## src/hw/rtl/sitda_pkg.sv

```systemverilog
package sitda_pkg;

   // widths of the payload
   localparam int unsigned VALUE_W = 32;
   localparam int unsigned CHAR_W  = 8;

   // decimal working store: ten bcd digits cover any 32-bit magnitude
   localparam int unsigned DIGIT_W    = 4;
   localparam int unsigned NUM_DIGITS = 10;
   localparam int unsigned BCD_W      = DIGIT_W * NUM_DIGITS;

   // ascii codes
   localparam logic [CHAR_W-1:0] CHAR_ZERO  = 8'd48;
   localparam logic [CHAR_W-1:0] CHAR_MINUS = 8'd45;

   // largest legal digit and the add-3 threshold of the shift-add-3 scheme
   localparam logic [DIGIT_W-1:0] DIGIT_MAX  = 4'd9;
   localparam logic [DIGIT_W-1:0] ADJ_THRESH = 4'd5;
   localparam logic [DIGIT_W-1:0] ADJ_ADD    = 4'd3;

   typedef logic [BCD_W-1:0]   bcd_type;
   typedef logic [DIGIT_W-1:0] digit_type;

endpackage

```

## src/hw/rtl/signed_int_to_decimal_ascii_core.sv

```systemverilog
// channel  | ports                                   | beat
// ---------+-----------------------------------------+-------------------------------
// request  | req_valid, req_ready, req_value         | one signed 32-bit integer
// response | rsp_valid, rsp_ready, rsp_text_char,    | one ascii character, is_last
//          | rsp_is_last                             | set on the final one
//
// one item passes a load step, the shift-add-3 loop over all 32 input bits,
// a step that drops leading zero digits, then emits one character per cycle
// while the consumer is ready (sign first, then digits).
// a new item is taken once the last character sits in the output register.
// reset clears the state and the output valid; the data registers are not reset.
// a stalled response holds the character loop; nothing is dropped.
module signed_int_to_decimal_ascii_core (
   input  logic                           clock,
   input  logic                           reset,
   input  logic                           req_valid,
   output logic                           req_ready,
   input  logic signed [sitda_pkg::VALUE_W-1:0] req_value,
   output logic                           rsp_valid,
   input  logic                           rsp_ready,
   output logic [sitda_pkg::CHAR_W-1:0]   rsp_text_char,
   output logic                           rsp_is_last
);

   localparam logic [1:0] ST_IDLE = 2'd0;
   localparam logic [1:0] ST_CONV = 2'd1;
   localparam logic [1:0] ST_SKIP = 2'd2;
   localparam logic [1:0] ST_EMIT = 2'd3;

   localparam int unsigned CNT_W = $clog2(sitda_pkg::VALUE_W);
   localparam int unsigned DCNT_W = $clog2(sitda_pkg::NUM_DIGITS + 1);
   localparam logic [CNT_W-1:0]  BIT_LAST   = CNT_W'(sitda_pkg::VALUE_W - 1);
   localparam logic [DCNT_W-1:0] DIGITS_ALL = DCNT_W'(sitda_pkg::NUM_DIGITS);
   localparam logic [DCNT_W-1:0] DIGITS_ONE = DCNT_W'(1);

   logic [1:0]                      state_ff, state_in;
   logic [sitda_pkg::VALUE_W-1:0]   mag_ff, mag_in;
   logic                            neg_ff, neg_in;
   sitda_pkg::bcd_type              bcd_ff, bcd_in;
   logic [CNT_W-1:0]                bit_cnt_ff, bit_cnt_in;
   logic [DCNT_W-1:0]               dig_cnt_ff, dig_cnt_in;
   logic                            rsp_valid_ff, rsp_valid_in;
   logic [sitda_pkg::CHAR_W-1:0]    rsp_char_ff, rsp_char_in;
   logic                            rsp_last_ff, rsp_last_in;

   sitda_pkg::bcd_type              bcd_adj;
   sitda_pkg::digit_type            top_digit;
   logic [sitda_pkg::VALUE_W-1:0]   raw;
   logic                            out_free;
   logic                            req_fire;
   logic                            bcd_ok;

   assign req_ready = (state_ff == ST_IDLE);
   assign req_fire  = req_valid && req_ready;
   assign out_free  = !rsp_valid_ff || rsp_ready;
   assign raw       = unsigned'(req_value);
   assign top_digit = bcd_ff[sitda_pkg::BCD_W-1 -: sitda_pkg::DIGIT_W];

   assign rsp_valid     = rsp_valid_ff;
   assign rsp_text_char = rsp_char_ff;
   assign rsp_is_last   = rsp_last_ff;

   // add-3 correction on every digit before the shift
   always_comb begin
      for (int i = 0; i < sitda_pkg::NUM_DIGITS; i++) begin
         if (bcd_ff[i*sitda_pkg::DIGIT_W +: sitda_pkg::DIGIT_W] >= sitda_pkg::ADJ_THRESH) begin
            bcd_adj[i*sitda_pkg::DIGIT_W +: sitda_pkg::DIGIT_W] =
               bcd_ff[i*sitda_pkg::DIGIT_W +: sitda_pkg::DIGIT_W] + sitda_pkg::ADJ_ADD;
         end else begin
            bcd_adj[i*sitda_pkg::DIGIT_W +: sitda_pkg::DIGIT_W] =
               bcd_ff[i*sitda_pkg::DIGIT_W +: sitda_pkg::DIGIT_W];
         end
      end
   end

   // sequencer: load, convert, drop leading zeros, emit
   always_comb begin
      state_in     = state_ff;
      mag_in       = mag_ff;
      neg_in       = neg_ff;
      bcd_in       = bcd_ff;
      bit_cnt_in   = bit_cnt_ff;
      dig_cnt_in   = dig_cnt_ff;
      rsp_valid_in = rsp_valid_ff && !rsp_ready;
      rsp_char_in  = rsp_char_ff;
      rsp_last_in  = rsp_last_ff;
      case (state_ff)
         ST_IDLE: begin
            if (req_fire) begin
               neg_in     = raw[sitda_pkg::VALUE_W-1];
               mag_in     = raw[sitda_pkg::VALUE_W-1] ? (0 - raw) : raw;
               bcd_in     = '0;
               bit_cnt_in = '0;
               dig_cnt_in = DIGITS_ALL;
               state_in   = ST_CONV;
            end
         end
         ST_CONV: begin
            bcd_in     = {bcd_adj[sitda_pkg::BCD_W-2:0], mag_ff[sitda_pkg::VALUE_W-1]};
            mag_in     = {mag_ff[sitda_pkg::VALUE_W-2:0], 1'b0};
            bit_cnt_in = bit_cnt_ff + CNT_W'(1);
            if (bit_cnt_ff == BIT_LAST) begin
               state_in = ST_SKIP;
            end
         end
         ST_SKIP: begin
            // keep at least one digit so zero prints as '0'
            if (top_digit == '0 && dig_cnt_ff != DIGITS_ONE) begin
               bcd_in     = {bcd_ff[sitda_pkg::BCD_W-sitda_pkg::DIGIT_W-1:0],
                             sitda_pkg::DIGIT_W'(0)};
               dig_cnt_in = dig_cnt_ff - DIGITS_ONE;
            end else begin
               state_in = ST_EMIT;
            end
         end
         ST_EMIT: begin
            if (out_free) begin
               rsp_valid_in = 1'b1;
               if (neg_ff) begin
                  rsp_char_in = sitda_pkg::CHAR_MINUS;
                  rsp_last_in = 1'b0;
                  neg_in      = 1'b0;
               end else begin
                  rsp_char_in = sitda_pkg::CHAR_ZERO + {4'h0, top_digit};
                  rsp_last_in = (dig_cnt_ff == DIGITS_ONE);
                  bcd_in      = {bcd_ff[sitda_pkg::BCD_W-sitda_pkg::DIGIT_W-1:0],
                                 sitda_pkg::DIGIT_W'(0)};
                  dig_cnt_in  = dig_cnt_ff - DIGITS_ONE;
                  if (dig_cnt_ff == DIGITS_ONE) begin
                     state_in = ST_IDLE;
                  end
               end
            end
         end
         default: begin
            state_in = ST_IDLE;
         end
      endcase
   end

   always_ff @(posedge clock) begin
      if (reset) begin
         state_ff     <= ST_IDLE;
         rsp_valid_ff <= 1'b0;
      end else begin
         state_ff     <= state_in;
         rsp_valid_ff <= rsp_valid_in;
      end
      mag_ff      <= mag_in;
      neg_ff      <= neg_in;
      bcd_ff      <= bcd_in;
      bit_cnt_ff  <= bit_cnt_in;
      dig_cnt_ff  <= dig_cnt_in;
      rsp_char_ff <= rsp_char_in;
      rsp_last_ff <= rsp_last_in;
   end

   // every bcd digit stays a legal decimal digit
   always_comb begin
      bcd_ok = 1'b1;
      for (int i = 0; i < sitda_pkg::NUM_DIGITS; i++) begin
         if (bcd_ff[i*sitda_pkg::DIGIT_W +: sitda_pkg::DIGIT_W] > sitda_pkg::DIGIT_MAX) begin
            bcd_ok = 1'b0;
         end
      end
   end

`ifndef NO_ASSERTIONS
   // a taken request starts the conversion loop
   a_fire_to_conv: assert property (@(posedge clock) disable iff (reset)
      req_fire |=> state_ff == ST_CONV)
      else $error("request beat did not start conversion");

   // shift-add-3 keeps the digits decimal
   a_bcd_legal: assert property (@(posedge clock) disable iff (reset)
      (state_ff != ST_IDLE && !(state_ff == ST_CONV && bit_cnt_ff == '0)) |-> bcd_ok)
      else $error("bcd digit out of range");

   // digit count stays within one to ten once conversion is done
   a_dig_cnt: assert property (@(posedge clock) disable iff (reset)
      (state_ff == ST_SKIP || state_ff == ST_EMIT) |->
         (dig_cnt_ff >= DIGITS_ONE && dig_cnt_ff <= DIGITS_ALL))
      else $error("digit count out of range");

   // only a sign or a decimal digit leaves the block
   a_char_legal: assert property (@(posedge clock) disable iff (reset)
      rsp_valid_ff |-> (rsp_char_ff == sitda_pkg::CHAR_MINUS ||
         (rsp_char_ff >= sitda_pkg::CHAR_ZERO &&
          rsp_char_ff <= sitda_pkg::CHAR_ZERO + 8'd9)))
      else $error("illegal output character");

   // the sign is never the last character
   a_sign_not_last: assert property (@(posedge clock) disable iff (reset)
      (rsp_valid_ff && rsp_char_ff == sitda_pkg::CHAR_MINUS) |-> !rsp_last_ff)
      else $error("sign flagged as last character");
`endif

endmodule

```

## config.mk

```make
export PLATFORM = sky130hd
export DESIGN_NAME = signed_int_to_decimal_ascii_core
export DESIGN_NICKNAME = d
export VERILOG_FILES = /design/src/hw/rtl/sitda_pkg.sv /design/src/hw/rtl/signed_int_to_decimal_ascii_core.sv
export SDC_FILE = /design/constraint.sdc
export NUM_CORES = 1
export LEC_CHECK = 0
export BUFFER_PORTS_ARGS = -buffer_cell sky130_fd_sc_hd__buf_2
export CORE_UTILIZATION = 55
export DETAILED_ROUTE_END_ITERATION = 8
export HOLD_SLACK_MARGIN = 0.03
export PLACE_DENSITY = 0.77
export REMOVE_ABC_BUFFERS = 1
export SYNTH_ARGS = -nofsm -noshare
export SYNTH_HDL_FRONTEND = slang
export SYNTH_SLANG_ARGS = --single-unit
```

## constraint.sdc

```tcl
create_clock -name clock -period 3.2 [get_ports clock]
set_input_delay 0 -clock clock [delete_from_list [all_inputs] [get_ports clock]]
set_output_delay 0 -clock clock [all_outputs]
set_load 0.02 [all_outputs]
```

# Word level (Yosys, flattened, before mapping)

Index checks and enable logic that the tools add are counted.

Bits in registers: 94
Logic and storage cells: 100
Input bits: 36
Output and inout port bits: 11

Reductions and logical operators: 17
Eq/ne operators: 13
Muxes and demuxes: 37
Order comparisons: 10
Add/sub/neg operators: 14

Operator list:

| cell                                                                                | count |
|---|---|
| 40-bit two-way mux                                                                  | 4 |
| 40-bit case mux with 4 select lines                                                 | 1 |
| 32-bit two-way mux                                                                  | 2 |
| 32-bit case mux with 2 select lines                                                 | 1 |
| 4-bit two-way mux                                                                   | 13 |
| 4-bit by 3-bit greater-or-equal comparator with 1-bit output, second input constant | 10 |
| 4-bit by 2-bit adder with 4-bit output, second input constant                       | 9 |
| 1-bit by 32-bit subtractor with 32-bit output, first input constant                 | 1 |
| 2-bit two-way mux                                                                   | 6 |
| 2-bit inequality test, second input constant                                        | 6 |
| 4-bit case mux with 3 select lines                                                  | 1 |
| 5-bit case mux with 2 select lines                                                  | 1 |
| 2-bit case mux with 4 select lines                                                  | 1 |
| 6-bit by 4-bit adder with 7-bit output, first input constant                        | 1 |
| 6-bit AND reduction                                                                 | 1 |
| 5-bit by 1-bit adder with 5-bit output, second input constant                       | 1 |
| 5-bit equality test, second input constant                                          | 1 |
| 5-bit two-way mux                                                                   | 1 |
| 5-bit AND reduction                                                                 | 1 |
| 2-bit equality test, second input constant                                          | 2 |
| 4-bit by 1-bit equality test with 1-bit output, second input constant               | 1 |
| 4-bit zero test                                                                     | 1 |
| 1-bit two-way mux                                                                   | 4 |
| 4-bit by 1-bit inequality test with 1-bit output, second input constant             | 1 |
| 15 further kinds                                                                    | 20 |

# Longest topological paths before layout

Depth after elaboration: 5
Gate-level depth with buffers: 8
Depth with buffers taken out: 7

# Worst setup path after synthesis

Ideal clock, no wire load.

Path kind: register -> register
Start: reg state_ff[0]
End: reg bcd_ff[0] (enable)
Stages on the path, launching flop included: 6
Clock period less this slack: 3.082 ns
Path buffers: 0
Arrival time: 2.645 ns
Data required time: 2.763 ns
Setup time: 0.437 ns
Setup slack: 0.118 ns
Cells stage by stage: dfxtp_1 inv_1 ha_1 nand2b_1 nand2_1 nor2_1

Longest elaborated chain between the ends: 4
Elaborated cells between the ends (all ways): 9
Classes of those cells: 6 x eq/ne; 3 x reduce/logical

RTL lines:

| element                                                               | RTL line                                | source |
|---|---|---|
| start, declared                                                       | signed_int_to_decimal_ascii_core.sv:36  | `logic [1:0] state_ff, state_in;` |
| start signal, assigned                                                | signed_int_to_decimal_ascii_core.sv:146 | `state_ff <= state_in;` |
| 2-bit zero test (*)                                                   | signed_int_to_decimal_ascii_core.sv:53  | `assign req_ready = (state_ff == ST_IDLE);` |
| named net req_ready                                                   | signed_int_to_decimal_ascii_core.sv:17  | `output logic req_ready,` |
| 1-bit logical AND                                                     | signed_int_to_decimal_ascii_core.sv:54  | `assign req_fire = req_valid && req_ready;` |
| 2-bit by 1-bit inequality test with 1-bit output (no source line) (*) | --                                      |  |
| 4-bit AND reduction (no source line) (*)                              | --                                      |  |
| end signal, assigned                                                  | signed_int_to_decimal_ascii_core.sv:151 | `bcd_ff <= bcd_in;` |
| end, declared                                                         | signed_int_to_decimal_ascii_core.sv:39  | `sitda_pkg::bcd_type bcd_ff, bcd_in;` |

Mark *: on every way through the listed nets, which the timed path passes. The rest lies on a longest branch.
A chain may end at the register's enable or synchronous reset.

# Worst setup path in the final report

Start: in req_value[0] (netlist bit)
End: reg mag_ff[15] (netlist bit) (data pin)

Longest elaborated chain between the ends: 4

RTL lines:

| element                                       | RTL line                                | source |
|---|---|---|
| start, declared                               | signed_int_to_decimal_ascii_core.sv:18  | `input logic signed [sitda_pkg::VALUE_W-1:0] req_value,` |
| 1-bit by 32-bit subtractor with 32-bit output | signed_int_to_decimal_ascii_core.sv:91  | `mag_in = raw[sitda_pkg::VALUE_W-1] ? (0 - raw) : raw;` |
| 32-bit two-way mux                            | signed_int_to_decimal_ascii_core.sv:91  |  |
| 32-bit two-way mux                            | signed_int_to_decimal_ascii_core.sv:89  | `if (req_fire) begin` |
| 32-bit case mux with 2 select lines           | signed_int_to_decimal_ascii_core.sv:87  | `case (state_ff)` |
| named net mag_in (one bit)                    | signed_int_to_decimal_ascii_core.sv:37  | `logic [sitda_pkg::VALUE_W-1:0] mag_ff, mag_in;` |
| end signal, assigned                          | signed_int_to_decimal_ascii_core.sv:149 | `mag_ff <= mag_in;` |
| end, declared                                 | signed_int_to_decimal_ascii_core.sv:37  |  |

The timed path passes the listed nets, and every way through them passes these cells. The select of a mux whose other input is x is not followed.

==> metrics.md <==
| Metric | Value |
|---|---|
| Die height | `104.9 um` |
| Chip width | `104.9 um` |
| CTS sink cnt | `91` |
| Reg2reg path depth | `7` |
| Highest fanout seen on the critical path | `11` |
| Cell taking the most area after synthesis | `edfxtp_1` |
| Number of distinct library cells after synthesis | `61` |
| Final setup vio count | `0` |
| Synthesis-stage register bit count | `91` |
| Max cap viols | `0` |
| Initial antenna violation count | `0` |
| Setup TNS | `0 ns` |
| First-pass GRT wire length | `20440 um` |
| Total CTS buffers | `9` |
| Global-route usage over all layers | `0.2324` |
| Fin. Hold Viols | `0` |
| Slew margin rel. | `0.4366` |
| Leak | `0.002338 uW` |
| FP Rows | `37` |
| Layout cell share with drive strength beyond 1 | `0.1405` |
| Skew-Pair Late Insertion Delay | `0.37 ns` |
| Post-Syn Area per Cell | `10.17 um^2` |
| Outcome | `finished clean` |
| CTS Hold Bufs | `4` |
| Mapped cell area | `5827 um^2` |
| Slew @ Worst Pin | `0.8433 ns` |
| Core Box Area | `10280 um^2` |
| Via density | `6.023` |
| Final nets | `674` |
| Fmax | `444.3 MHz` |
| Die area | `11010 um^2` |
| Hold path depth | `3` |
| Pwr/cell area | `851.5 nW/um^2` |
| GPL Wtd Cong | `0.8111` |
| Post-synth ARST share | `0` |
| Initial Util | `0.5670` |
| Num ports | `47` |
| Worst slack at placement | `1.047 ns` |
| DR WL/cell | `16.32 um` |
| Remaining DRCs | `0` |
| H-tree Lvls | `3` |
| Cts repair resizes | `0` |
| WHS | `0.04672 ns` |
| Final Worst Setup Slack | `0.9493 ns` |
| Vias | `4505` |
| TritonCTS clock tree | `yes` |
| Kind of critical path | `input pin to register` |
| Port Buffer Count | `43` |
| Ys flop type | `edfxtp_1` |
| Period utilization | `0.7034` |
| Min-Delay Path Class | `input pin to register` |
| Most common cell in the netlist | `edfxtp_1` |
| Worst-path clk slew | `0.08 ns` |
| Largest net degree at the start of global routing | `54` |
| Post-route ant nets | `0` |
| Startpoint Class | `input pin` |
| Setup crit end kind | `register` |
| Sequential element share of the synthesized area | `0.4638` |
| Arr. time, crit path | `2.36 ns` |
| Area grow syn2layout | `9.341%` |
| DRT iter0 DRCs | `221` |
| Top cells by count, synth | `edfxtp_1 (88), nor2_1 (34), o21ai_0 (33)` |
| Post-synth EDFFs | `88` |
| Total number of yosys warnings | `0` |
| RSZ-0062 raised after global routing | `no` |
| Post CTS Setup Buffer Count | `0` |
| Max Slew Vio Count | `0` |
| VDD IR max | `0.4421 mV` |
| Max Root-Sink Buffers | `2` |
| Number of global-route vias before repair | `4391` |
| # diodes | `0` |
| Drt first pass iters | `4` |
| Root Buffer | `clkbuf_8` |
| Cells after Synth | `573` |
| GRT overflow | `0` |
| Post-DP HPWL | `8368 um` |
| Layout Skew | `0.01584 ns` |
| Top post-synthesis cells by area | `edfxtp_1 (45%), ha_1 (6.7%), o21ai_0 (2.8%)` |
| Share of Yosys cell area claimed by the top area cell type | `0.4535` |
| Post-Route Utilization | `0.6199` |
| Final wirelength | `12210 um` |
| Worst Path Required | `3.31 ns` |
| Final min period | `2.251 ns` |
-- through the flow --
stage / instance area, um^2 / std cells / power [uW]
2_1_floorplan: 5679 / 540 / 4009
3_3_place_gp: 6142 / 728 / 4490
3_5_place_dp: 6142 / 728 / 4639
4_1_cts: 6371 / 748 / 5439
5_1_grt: 6371 / 748 / 5838
6_report: 6371 / 748 / 5425
-- state kept, by name (all words and copies together) (netlist names) --
signal and cells:
rsp_valid 1, dig_cnt_ff 4, rsp_is_last 1, bcd_ff 40, rsp_text_char 5, bit_cnt_ff 5
mag_ff 32, neg_ff 1, state_ff 2
-- kinds of logic after synthesis --
logic type / Yosys count / synth area share
compound gates: 142 / 0.1619
xor+xnor: 29 / 0.04359
fa+ha+maj: 31 / 0.06657
buf+inv: 66 / 0.04660
flops: 91 / 0.4638
mux: 16 / 0.02899
other cells: 2 / 0.001289
simple gates: 196 / 0.1872
-- placed cells by master, fill, tap and decap left out, types with 6 or more instances in the layout --
cell / instances
edfxtp_1: 88
buf_2: 43
nor2_1: 33
o21ai_0: 33
inv_1: 32
ha_1: 30
nand2_1: 28
a21oi_1: 26
nand2b_1: 22
nor2b_1: 18
xnor2_1: 17
o22ai_1: 15
nor3b_1: 13
nor3_1: 12
nand4_1: 12
xor2_1: 12
a22oi_1: 11
nand3_1: 10
clkbuf_8: 10
mux2i_1: 9
a31oi_1: 9
buf_4: 9
or3_1: 8
a22o_1: 7
or2_2: 7
or4_1: 7
mux2_2: 7
nor4_1: 6
o311ai_0: 6
nand3b_1: 6
o31ai_1: 6
-- final timing paths --
check                start          end  slack, ns
max           req_value[0]   mag_ff[15]       0.95
min          req_value[10]   mag_ff[10]       0.05
max reg2reg    state_ff[1]   mag_ff[30]       1.02
min reg2reg    state_ff[1]  state_ff[1]       0.53
-- per-layer routing --
layer,vias up,wire length [um],track usage
met5,-,0,0
met4,0,236,0.08753
met3,22,622,0.05614
met2,147,5886,0.3746
met1,2126,5460,0.3037
li1,2210,-,-
-- report_power, final --
| part | leakage, uW | internal (uW) | switching, uW |
|---|---|---|---|
| Combinational | 0.00133 | 912 | 1360 |
| Clock | 0.0000974 | 382 | 399 |
| Sequential | 0.000913 | 2040 | 332 |
-- critical path, stage by stage --
cell and delay [ns]:
dlygate4sd3_1 0.53, buf_2 0.13, or4_1 0.65, nor2_1 0.62, a2111oi_0 0.23, nand3b_1 0.20
-- cell type report --
cell class / count / area [um^2]
tap: 136 / 170.2
clock inverter: 3 / 40.04
multi-input combinational: 417 / 2867
fill: 838 / 3906
clock buffer: 13 / 148.9
inverter: 32 / 120.1
timing repair buffer: 56 / 322.8
sequential: 91 / 2703
Power figures use the tool's default switching activity.
